File: src/hw/rtl/u16u8_pkg.sv
// Shared types, constants and the code point encoder for the UTF-16 to UTF-8 transcoder.
`default_nettype none

package u16u8_pkg;

	localparam logic [15:0] BYTE_LIMIT_RST  = 16'd1023;
	localparam int          MAX_BYTES       = 6;
	localparam int          QUEUE_DEPTH_DEF = 2;

	localparam logic [5:0]  HIGH_SURR_TAG   = 6'b110110;
	localparam logic [5:0]  LOW_SURR_TAG    = 6'b110111;
	localparam logic [20:0] SUPP_BASE       = 21'h10000;
	localparam logic [20:0] ONE_BYTE_TOP    = 21'h80;
	localparam logic [20:0] TWO_BYTE_TOP    = 21'h800;
	localparam logic [20:0] THREE_BYTE_TOP  = 21'h10000;
	localparam logic [7:0]  LEAD2           = 8'hc0;
	localparam logic [7:0]  LEAD3           = 8'he0;
	localparam logic [7:0]  LEAD4           = 8'hf0;
	localparam logic [7:0]  CONT            = 8'h80;

	typedef struct packed {
		logic [2:0]       len;
		logic [3:0][7:0]  b;
	} seq_t;

	// One classified item: the bytes it sends, with its end and truncation flags
	typedef struct packed {
		logic [MAX_BYTES-1:0][7:0] bytes;
		logic [2:0]                nbytes;
		logic                      last;
		logic                      trunc;
	} item_t;

	function automatic seq_t enc_cp(input logic [20:0] cp);
		seq_t s;
		s.b = '0;
		if (cp < ONE_BYTE_TOP) begin
			s.len  = 3'd1;
			s.b[0] = {1'b0, cp[6:0]};
		end else if (cp < TWO_BYTE_TOP) begin
			s.len  = 3'd2;
			s.b[0] = LEAD2 | {3'b000, cp[10:6]};
			s.b[1] = CONT | {2'b00, cp[5:0]};
		end else if (cp < THREE_BYTE_TOP) begin
			s.len  = 3'd3;
			s.b[0] = LEAD3 | {4'b0000, cp[15:12]};
			s.b[1] = CONT | {2'b00, cp[11:6]};
			s.b[2] = CONT | {2'b00, cp[5:0]};
		end else begin
			s.len  = 3'd4;
			s.b[0] = LEAD4 | {5'b00000, cp[20:18]};
			s.b[1] = CONT | {2'b00, cp[17:12]};
			s.b[2] = CONT | {2'b00, cp[11:6]};
			s.b[3] = CONT | {2'b00, cp[5:0]};
		end
		return s;
	endfunction

endpackage

`default_nettype wire

File: src/hw/rtl/u16u8_front.sv
// Front end: accepts code units, pairs surrogates, applies the byte limit and builds queue items.
`default_nettype none

module u16u8_front (
	input  wire logic                clk,
	input  wire logic                arst_n,
	input  wire logic                cfg_we,
	input  wire logic [15:0]         cfg_data,
	input  wire logic                accept,
	input  wire logic [15:0]         code_unit,
	input  wire logic                last_unit,
	output logic                     push,
	output u16u8_pkg::item_t         push_item
);
	import u16u8_pkg::*;

	logic [15:0] byte_limit_q;
	logic [9:0]  pend_hi_q;
	logic        pend_vld_q;
	logic [15:0] bw_q;
	logic        stop_q;

	logic        hs, ls, hold, unit_step, have_a, have_b;
	logic        ok_a, ok_b, sent_a, sent_b, stop_a, stop_b, b_try, new_stop, hold_eff;
	seq_t        seq_pair, seq_high, seq_unit, seq_a;
	logic [2:0]  len_a, na, nb;
	logic [16:0] sum_a, sum_b;
	logic [2:0]  pos, off;

	assign hs = (code_unit[15:10] == HIGH_SURR_TAG);
	assign ls = (code_unit[15:10] == LOW_SURR_TAG);

	assign seq_pair = enc_cp(SUPP_BASE + {1'b0, pend_hi_q, code_unit[9:0]});
	assign seq_high = enc_cp({5'b00000, HIGH_SURR_TAG, pend_hi_q});
	assign seq_unit = enc_cp({5'b00000, code_unit});
	assign seq_a    = ls ? seq_pair : seq_high;

	assign have_a    = pend_vld_q & ~stop_q;
	assign unit_step = ~stop_q & ~(pend_vld_q & ls);
	assign hold      = unit_step & hs & ~last_unit;
	assign have_b    = unit_step & ~hold;

	assign len_a  = have_a ? seq_a.len : 3'd0;
	assign sum_a  = {1'b0, bw_q} + {14'd0, len_a};
	assign ok_a   = sum_a <= {1'b0, byte_limit_q};
	assign sent_a = have_a & ok_a;
	assign stop_a = have_a & ~ok_a;

	// A failed first sequence stops the string before the unit is looked at
	assign b_try  = have_b & ~stop_a;
	assign sum_b  = sum_a + {14'd0, seq_unit.len};
	assign ok_b   = sum_b <= {1'b0, byte_limit_q};
	assign sent_b = b_try & ok_b;
	assign stop_b = b_try & ~ok_b;

	assign new_stop = stop_q | stop_a | stop_b;
	assign hold_eff = hold & ~stop_a;

	assign na = sent_a ? seq_a.len : 3'd0;
	assign nb = sent_b ? seq_unit.len : 3'd0;

	always_comb begin
		push_item.nbytes = na + nb;
		push_item.last   = last_unit;
		push_item.trunc  = new_stop;
		pos = '0;
		off = '0;
		for (int i = 0; i < MAX_BYTES; i++) begin
			pos = 3'(i);
			off = pos - na;
			if (pos < na) begin
				push_item.bytes[i] = seq_a.b[pos[1:0]];
			end else begin
				push_item.bytes[i] = seq_unit.b[off[1:0]];
			end
		end
	end

	assign push = accept & ((push_item.nbytes != 3'd0) | last_unit);

	always_ff @(posedge clk or negedge arst_n) begin
		if (!arst_n) begin
			byte_limit_q <= BYTE_LIMIT_RST;
		end else if (cfg_we) begin
			byte_limit_q <= cfg_data;
		end
	end

	always_ff @(posedge clk or negedge arst_n) begin
		if (!arst_n) begin
			pend_hi_q  <= '0;
			pend_vld_q <= 1'b0;
			bw_q       <= '0;
			stop_q     <= 1'b0;
		end else if (accept) begin
			if (last_unit) begin
				pend_hi_q  <= '0;
				pend_vld_q <= 1'b0;
				bw_q       <= '0;
				stop_q     <= 1'b0;
			end else begin
				if (hold_eff) begin
					pend_hi_q <= code_unit[9:0];
				end
				pend_vld_q <= hold_eff;
				stop_q     <= new_stop;
				if (sent_b) begin
					bw_q <= sum_b[15:0];
				end else if (sent_a) begin
					bw_q <= sum_a[15:0];
				end
			end
		end
	end

endmodule

`default_nettype wire

File: src/hw/rtl/u16u8_queue.sv
// Small item queue between the front end and the byte emitter.
`default_nettype none

module u16u8_queue #(
	parameter int DEPTH = u16u8_pkg::QUEUE_DEPTH_DEF
) (
	input  wire logic                clk,
	input  wire logic                arst_n,
	input  wire logic                push,
	input  wire u16u8_pkg::item_t    push_item,
	input  wire logic                pop,
	output u16u8_pkg::item_t         head_item,
	output logic                     full,
	output logic                     empty
);
	import u16u8_pkg::*;

	localparam int PTR_W = $clog2(DEPTH);
	localparam int CNT_W = $clog2(DEPTH + 1);

	item_t              mem_q [DEPTH];
	logic [PTR_W-1:0]   wr_ptr_q, rd_ptr_q;
	logic [CNT_W-1:0]   count_q;
	logic               do_push, do_pop;

	assign full      = (count_q == CNT_W'(DEPTH));
	assign empty     = (count_q == '0);
	assign do_push   = push & ~full;
	assign do_pop    = pop & ~empty;
	assign head_item = mem_q[rd_ptr_q];

	always_ff @(posedge clk) begin
		if (do_push) begin
			mem_q[wr_ptr_q] <= push_item;
		end
	end

	always_ff @(posedge clk or negedge arst_n) begin
		if (!arst_n) begin
			wr_ptr_q <= '0;
			rd_ptr_q <= '0;
			count_q  <= '0;
		end else begin
			if (do_push) begin
				wr_ptr_q <= (wr_ptr_q == PTR_W'(DEPTH - 1)) ? '0 : wr_ptr_q + PTR_W'(1);
			end
			if (do_pop) begin
				rd_ptr_q <= (rd_ptr_q == PTR_W'(DEPTH - 1)) ? '0 : rd_ptr_q + PTR_W'(1);
			end
			case ({do_push, do_pop})
				2'b10:   count_q <= count_q + CNT_W'(1);
				2'b01:   count_q <= count_q - CNT_W'(1);
				default: count_q <= count_q;
			endcase
		end
	end

endmodule

`default_nettype wire

File: src/hw/rtl/u16u8_back.sv
// Back end: walks one queued item byte by byte into the output register.
`default_nettype none

module u16u8_back (
	input  wire logic                clk,
	input  wire logic                arst_n,
	input  wire u16u8_pkg::item_t    head_item,
	input  wire logic                q_empty,
	output logic                     q_pop,
	output logic                     out_valid,
	input  wire logic                out_stall,
	output logic [7:0]               out_byte,
	output logic                     byte_valid,
	output logic                     last_of_item,
	output logic                     string_end,
	output logic                     truncated
);
	import u16u8_pkg::*;

	item_t       cur_q;
	logic        cur_vld_q;
	logic [2:0]  idx_q;
	logic        out_vld_q;
	logic [7:0]  byte_q;
	logic        bvld_q, loi_q, send_q, trunc_q;

	logic [2:0]  n_res;
	logic        is_last, slot_free, emit, has_data;

	// An item with no data bytes is a bare end marker: one result
	assign has_data  = (cur_q.nbytes != 3'd0);
	assign n_res     = has_data ? cur_q.nbytes : 3'd1;
	assign is_last   = (idx_q == n_res - 3'd1);
	assign slot_free = ~out_vld_q | ~out_stall;
	assign emit      = cur_vld_q & slot_free;
	assign q_pop     = ~q_empty & (~cur_vld_q | (emit & is_last));

	always_ff @(posedge clk or negedge arst_n) begin
		if (!arst_n) begin
			cur_vld_q <= 1'b0;
			idx_q     <= '0;
		end else if (q_pop) begin
			cur_vld_q <= 1'b1;
			idx_q     <= '0;
		end else if (emit & is_last) begin
			cur_vld_q <= 1'b0;
		end else if (emit) begin
			idx_q <= idx_q + 3'd1;
		end
	end

	always_ff @(posedge clk) begin
		if (q_pop) begin
			cur_q <= head_item;
		end
		if (emit) begin
			byte_q  <= has_data ? cur_q.bytes[idx_q] : 8'h00;
			bvld_q  <= has_data;
			loi_q   <= is_last;
			send_q  <= is_last & cur_q.last;
			trunc_q <= cur_q.trunc;
		end
	end

	always_ff @(posedge clk or negedge arst_n) begin
		if (!arst_n) begin
			out_vld_q <= 1'b0;
		end else if (emit) begin
			out_vld_q <= 1'b1;
		end else if (!out_stall) begin
			out_vld_q <= 1'b0;
		end
	end

	assign out_valid    = out_vld_q;
	assign out_byte     = byte_q;
	assign byte_valid   = bvld_q;
	assign last_of_item = loi_q;
	assign string_end   = send_q;
	assign truncated    = trunc_q;

endmodule

`default_nettype wire

File: src/hw/rtl/utf16le_to_utf8_transcoder_core.sv
// UTF-16 to UTF-8 transcoder top level: front end, item queue and byte emitter.
//
// Input channel (in_valid / in_stall): one UTF-16 code unit per item, last_unit
// marks the final unit of a string. The front end takes one item per cycle
// while the queue has room.
// Output channel (out_valid / out_stall): one UTF-8 byte per item with its
// flags. The emitter sends one result per cycle while the receiver does not stall, so an item
// yields max(1, bytes sent) results: one for ASCII, up to six for a held high
// surrogate followed by a BMP unit. A non-final unit that sends nothing
// pushes no item and so never occupies the emitter; a held high surrogate waits for the next unit.
// Between input acceptance and the first result lie the queue entry, the current-item register and the output register.
// cfg_we / cfg_data write the byte limit; write it only while idle.
// Reset clears the surrogate hold, byte count, stop flag and queue, and sets
// the byte limit to 1023.
// When the receiver stalls, the output register holds; the queue fills and
// then in_stall rises until results drain.
`default_nettype none

module utf16le_to_utf8_transcoder_core #(
	parameter int QUEUE_DEPTH = u16u8_pkg::QUEUE_DEPTH_DEF
) (
	input  wire logic          clk,
	input  wire logic          arst_n,
	input  wire logic          cfg_we,
	input  wire logic [15:0]   cfg_data,
	input  wire logic          in_valid,
	output logic               in_stall,
	input  wire logic [15:0]   code_unit,
	input  wire logic          last_unit,
	output logic               out_valid,
	input  wire logic          out_stall,
	output logic [7:0]         out_byte,
	output logic               byte_valid,
	output logic               last_of_item,
	output logic               string_end,
	output logic               truncated
);
	import u16u8_pkg::*;

	logic   accept, push, pop, q_full, q_empty;
	item_t  push_item, head_item;

	assign in_stall = q_full;
	assign accept   = in_valid & ~in_stall;

	u16u8_front u_front (
		.clk       (clk),
		.arst_n    (arst_n),
		.cfg_we    (cfg_we),
		.cfg_data  (cfg_data),
		.accept    (accept),
		.code_unit (code_unit),
		.last_unit (last_unit),
		.push      (push),
		.push_item (push_item)
	);

	u16u8_queue #(
		.DEPTH (QUEUE_DEPTH)
	) u_queue (
		.clk       (clk),
		.arst_n    (arst_n),
		.push      (push),
		.push_item (push_item),
		.pop       (pop),
		.head_item (head_item),
		.full      (q_full),
		.empty     (q_empty)
	);

	u16u8_back u_back (
		.clk          (clk),
		.arst_n       (arst_n),
		.head_item    (head_item),
		.q_empty      (q_empty),
		.q_pop        (pop),
		.out_valid    (out_valid),
		.out_stall    (out_stall),
		.out_byte     (out_byte),
		.byte_valid   (byte_valid),
		.last_of_item (last_of_item),
		.string_end   (string_end),
		.truncated    (truncated)
	);

	a_no_overflow: assert property (@(posedge clk) disable iff (!arst_n)
		push |-> !q_full)
		else $error("item pushed into a full queue");

	a_end_closes_item: assert property (@(posedge clk) disable iff (!arst_n)
		out_valid && string_end |-> last_of_item)
		else $error("string end without item end");

	a_bare_marker: assert property (@(posedge clk) disable iff (!arst_n)
		out_valid && !byte_valid |-> string_end && last_of_item && out_byte == 8'h00)
		else $error("bare marker outside end of string");

	a_pop_has_data: assert property (@(posedge clk) disable iff (!arst_n)
		pop |-> !q_empty)
		else $error("pop from an empty queue");

endmodule

`default_nettype wire

File: config.mk
export PLATFORM = sky130hd
export DESIGN_NAME = utf16le_to_utf8_transcoder_core
export DESIGN_NICKNAME = d
export VERILOG_FILES = /design/src/hw/rtl/u16u8_pkg.sv /design/src/hw/rtl/u16u8_front.sv /design/src/hw/rtl/u16u8_queue.sv /design/src/hw/rtl/u16u8_back.sv /design/src/hw/rtl/utf16le_to_utf8_transcoder_core.sv
export SDC_FILE = /design/constraint.sdc
export NUM_CORES = 1
export LEC_CHECK = 0
export BUFFER_PORTS_ARGS = -buffer_cell sky130_fd_sc_hd__buf_2
export CORE_UTILIZATION = 30
export DETAILED_ROUTE_END_ITERATION = 7
export PLACE_DENSITY = 0.43
export SYNTH_ARGS = -nofsm -noshare
export SYNTH_HDL_FRONTEND = slang
export SYNTH_SLANG_ARGS = --single-unit
File: constraint.sdc
create_clock -name clk -period 14.7 [get_ports clk]
set_clock_uncertainty 0.1 [all_clocks]
set_input_delay 1.47 -clock clk [delete_from_list [all_inputs] [get_ports clk]]
set_output_delay 1.47 -clock clk [all_outputs]
set_load 0.02 [all_outputs]
# Word level (Yosys, flattened, before mapping)
# Memory sizes are Yosys's and may differ from the RTL's. A register that Yosys moved wholly into a read port is not among the register bits.
# Index checks and enable logic that the tools add are counted.
[totals]
ff_bits = 65
elab_cells = 168
n_memories = 1
out_inout_bits = 14
romBits = 0
ramBits = 106
latch_bits = 0
[memory_table]
columns = ["memory", "words", "word_bits", "read_ports", "rd_ports_with_merged_regs", "wr", "line", "rtl"]
rows = [
  ["u_queue.mem_q", 2, 53, 1, 1, 1, "u16u8_queue.sv:21", "item_t mem_q [DEPTH];"],
]
[classes]
n_bitwise = 37
add_sub_neg = 16
shift = 0
n_reduce_logical = 11
n_eq_ne = 8
muxes = 59
multipliers = 0
order_cmp = 20
n_div = 0
[op_table]
columns = ["op", "n"]
rows = [
  ["8-bit 2-to-1 mux", 17],
  ["8-bit binary-select mux with 2-bit select", 6],
  ["16-bit 2-to-1 mux", 6],
  ["35-bit 2-to-1 mux", 1],
  ["17-bit by 16-bit <= comparator with 1-bit output", 2],
  ["3-bit 2-to-1 mux", 11],
  ["8-bit binary-select mux with 3-bit select", 1],
  ["24-bit 2-to-1 mux", 1],
  ["22-bit 2-to-1 mux", 1],
  ["17-bit by 20-bit adder with 21-bit output, first input constant", 1],
  ["21-bit by 12-bit < comparator with 1-bit output, second input constant", 1],
  ["21-bit by 17-bit < comparator with 1-bit output, second input constant", 1],
  ["21-bit by 8-bit < comparator with 1-bit output, second input constant", 1],
  ["1-bit bitwise AND", 20],
  ["10-bit 2-to-1 mux", 2],
  ["2-bit by 3-bit < comparator with 1-bit output, second input constant", 6],
  ["16-bit by 3-bit adder with 17-bit output", 1],
  ["17-bit by 3-bit adder with 17-bit output", 1],
  ["16-bit by 12-bit < comparator with 1-bit output, second input constant", 1],
  ["16-bit by 8-bit < comparator with 1-bit output, second input constant", 1],
  ["14-bit 2-to-1 mux", 1],
  ["6-bit == test, second input constant", 2],
  ["1-bit NOT", 12],
  ["1-bit 2-to-1 mux", 11],
  ["other kinds (23)", 43],
]

# Depth between registers and ports, before layout
[depth]
depth_word = 22
mapped_depth = 35
depth_no_buf = 34

# Cells and area by module
# From an unflattened synthesis, not the netlist that was laid out.
[unflattened]
cells_unflattened = 1036
hier_area_um2 = 12166.7
[modules_own_cells]
columns = ["mod", "n_inst", "seq_area_each_um2", "cells_per_inst", "area_per_inst_um2"]
rows = [
  ["u16u8_front", 1, 1113.6, 699, 5116.2],
  ["u16u8_queue", 1, 3283.1, 183, 4271.6],
  ["u16u8_back", 1, 2077.0, 153, 2765.2],
  ["utf16le_to_utf8_transcoder_core", 1, 0.0, 1, 13.8],
]

# Least setup slack after synthesis
# No wires, ideal clock.
[synth_timing]
path_kind = "in2reg"
startpoint = "input port code_unit[7]"
endpoint = "memory u_queue.mem_q[0][0] in the netlist's numbering, enable pin"
arrival_ps = 9735
setup_time_ps = 464
cell_stages = 29
setup_slack_ps = 4401
required_time_ps = 14136
cell_sequence = "buf_2 > nor4_2 > nor3_1 > o21ai_1 > nand2_1 > inv_1 > ha_1 > inv_1 > fa_1 > nand2b_4 > a211oi_1 > a32oi_1 > a211oi_1 > nand4_1 > or3_1 > xnor2_1 > inv_1 > ha_1 > a2111oi_0 > o221ai_1 > o211a_1 > or2_2 > nor3b_2 > buf_6 > nand2_1 > fa_1 > xor2_1 > o41ai_2 > nor2_1"
[synth_lines]
columns = ["item", "line", "rtl"]
rows = [
  ["start, declared", "utf16le_to_utf8_transcoder_core.sv:28", "input wire logic [15:0] code_unit,"],
  ["end, declared", "u16u8_queue.sv:21", ""],
]

==> impl_metrics.env <==
export IMPL_final_common_cell="edfxtp_1"
export IMPL_num_antenna_cells=0
export IMPL_hold_end="u_back.truncated"
export IMPL_mostFrequentLayoutCells="171 x edfxtp_1, 114 x nand2_1, 63 x o21ai_0"
export IMPL_cp_required_ns=14.84
export IMPL_ys_types=91
export IMPL_row_count=73
export IMPL_grt_pass1_wl_microns=49900
export IMPL_cts_sinks=224
export IMPL_yosysTopAreaCell="edfxtp_1"
export IMPL_drc_errors=0
export IMPL_min_delay_path_depth=0
export IMPL_leakage_nw=5.03
export IMPL_rr_worst_depth=29
export IMPL_cap_violations=0
export IMPL_die_y_microns=203
export IMPL_routed_wl_microns=32200
export IMPL_die_width_microns=203
export IMPL_synth_seq_area_share_pct=53.5
export IMPL_fin_cells=1639
export IMPL_htreeDepth=1
export IMPL_post_cts_buffers=0
export IMPL_detail_route_iter0_violations=558
export IMPL_ir_worst_vdd_mv=0.0860
export IMPL_cts_tree="yes"
export IMPL_synth_top_area_share_pct=42.4
export IMPL_synthCells=1062
export IMPL_placed_cells=1591
export IMPL_finalCritPeriodShare_pct=67.2
export IMPL_clk_pin_slew_worst_paths_ns=0.05
export IMPL_gp_congestion=0.855
export IMPL_cts_root_buffer="clkbuf_16"
export IMPL_slowest_stage="o41ai_2"
export IMPL_worst_slack_ns=4.82
export IMPL_ys_ff_latch=224
export IMPL_cp_startpoint="code_unit[7]"
export IMPL_critPathCaptureType="flop"
export IMPL_timing_rr_end="u_queue.mem_q[0][38]"
export IMPL_min_path_type="flop to flop"
export IMPL_numCtsBuffers=27
export IMPL_hold_violations=0
export IMPL_avgViaCountPerCell=5.11
export IMPL_yosys_top_cells_area="edfxtp_1 42%, dfrtp_1 8.9%, mux2_2 5.8%"
export IMPL_finalSetupTns_ns=0
export IMPL_critPathKind="primary input to flop"
export IMPL_grt_max_degree=59
export IMPL_period_minus_slack_ns=9.88
export IMPL_cpMostUsedCell="inv_1"
export IMPL_synth_edf_count=171
export IMPL_grt_overflow_total=0
export IMPL_place_ws_ns=4.33
export IMPL_relSlewSlack_pct=26.4
export IMPL_firstDrtPassIters=7
export IMPL_worstPathArrival_ns=10.03
export IMPL_worstHoldStart="u_back.cur_q[0]"
export IMPL_num_vias=8370
export IMPL_synthArstFlopShare_pct=23.7
export IMPL_cts_resized_gates=0
export IMPL_numPortBuffers=51
export IMPL_wl_per_cell_microns=19.7
export IMPL_hold_buffers=0
export IMPL_areaGrowthSynthToFinish_pct=12.9
export IMPL_initial_core_util_pct=30.5
export IMPL_clock_fmax_mhz=101
export IMPL_r2r_start="u_front.pend_hi_q[6]"
export IMPL_tightest_slew_ns=1.10
export IMPL_ant_nets=0
export IMPL_dp_hpwl_microns=23000
export IMPL_outcome="completed"
export IMPL_powerDensity_nw_per_um2=152
export IMPL_critical_path_max_stage_delay_ns=0.74
export IMPL_io_pins=52
export IMPL_design_area_sq_um=13700
export IMPL_syn_avg_cell_area_sq_um=11.4
export IMPL_track_usage_pct=15.7
export IMPL_dieArea_sq_um=41200
export IMPL_critPathMaxFanout=41
export IMPL_setup_viol=0
export IMPL_synth_warnings=0
export IMPL_dpl_cell_area_sq_um=12800
export IMPL_drive_above_1_share_pct=19.5
export IMPL_rsz0062_at_grt="false"
export IMPL_coreArea_sq_um=39700
export IMPL_netlist_area_sq_um=12100
export IMPL_layout_nets=1178
export IMPL_ys_flop_type="edfxtp_1"
export IMPL_clock_tree_buffer_depth=3
export IMPL_start_kind="primary input"
export IMPL_ff2ff_setup_slack_ns=4.95
export IMPL_synth_nets=1145
export IMPL_drv_slew=0
export IMPL_antenna_found_initial=0
export IMPL_grt_pass1_vias=8301
export IMPL_clock_latency_ns=0.56
-- per-stage QoR --
| step | utilization, % | hold slack, ns | power [mW] |
|---|---|---|---|
| final | 34.4 | 0.368 | 2.09 |
| after global routing | 34.4 | 0.379 | 2.20 |
| after CTS | 34.4 | 0.371 | 2.12 |
| after detailed placement | 32.3 | 0.357 | 1.47 |
| after global placement | 32.3 | 0.371 | 1.47 |
| after floorplan | - | 0.300 | 1.31 |
-- how the worst max path moves through the flow --
stage | endpoint | slack [ns] | cells after the start
after floorplan | u_queue.mem_q[0][0] | 4.40 | 29
after detailed placement | u_queue.mem_q[0][14] | 4.33 | 31
after global placement | u_queue.mem_q[0][48] | 4.58 | 30
after CTS | u_queue.mem_q[0][4] | 4.88 | 31
final | u_queue.mem_q[0][38] | 4.82 | 31
after global routing | u_queue.mem_q[0][12] | 4.00 | 31
-- Yosys cell counts, types with 9 or more instances --
master	number
nand2_1	114
mux2i_1	11
nand3_1	39
o21ai_1	12
buf_6	10
and3_1	10
a22oi_1	15
a21oi_1	50
xnor2_1	29
o21ai_0	63
nor2b_1	9
inv_1	52
dfstp_2	10
nor2_1	64
ha_1	42
edfxtp_1	171
a31oi_1	10
nor3_1	17
and2_1	9
clkbuf_1	38
mux2_2	62
dfrtp_1	43
o211ai_1	9
-- report_power, final --
group / leakage (nW) / switching [mW] / internal, mW
clock: 0.422 / 0.266 / 0.381
sequential: 2.20 / 0.0452 / 0.862
combinational: 2.41 / 0.317 / 0.213
-- state kept, by name, summed over array words and instances, names as in the netlist, 2 cells and up --
signal	flops
u_back.idx_q	3
u_back.out_byte	8
u_queue.count_q	2
u_front.pend_hi_q	10
u_back.cur_q	53
u_queue.mem_q	106
u_front.byte_limit_q	16
u_front.bw_q	16
-- kinds of logic after synthesis --
logic type	synth area share (%)
adder cells (fa/ha/maj)	5.00
XOR/XNOR	2.68
AO/OA/AOI/OAI	13.8
flip-flops	53.5
multiplexers	8.16
buffers and inverters	4.44
AND/OR/NAND/NOR	12.4
-- per-layer routing --
layer	up-vias	GRT usage, %	wire (microns)
li1	4034	-	-
met1	4073	22.4	15400
met2	206	24.7	14600
met3	57	2.09	1410
met4	0	5.05	869
met5	-	0	0
-- worst max-delay path: cells and delay by family --
kind / cells / cell delay [ns]
AO/OA/AOI/OAI: 8 / 2.82
XOR/XNOR: 1 / 0.19
adder cells (fa/ha/maj): 5 / 1.46
buffers and inverters: 7 / 0.90
AND/OR/NAND/NOR: 10 / 3.13
-- area by class of cell --
cell class	count	area [sq um]
tap	525	657
multi-input combinational	724	5130
timing repair buffer	63	345
inverter	55	206
sequential	224	6470
clock buffer	32	714
fill	3965	26100
clock inverter	16	144
Power figures use the tool's default switching activity.
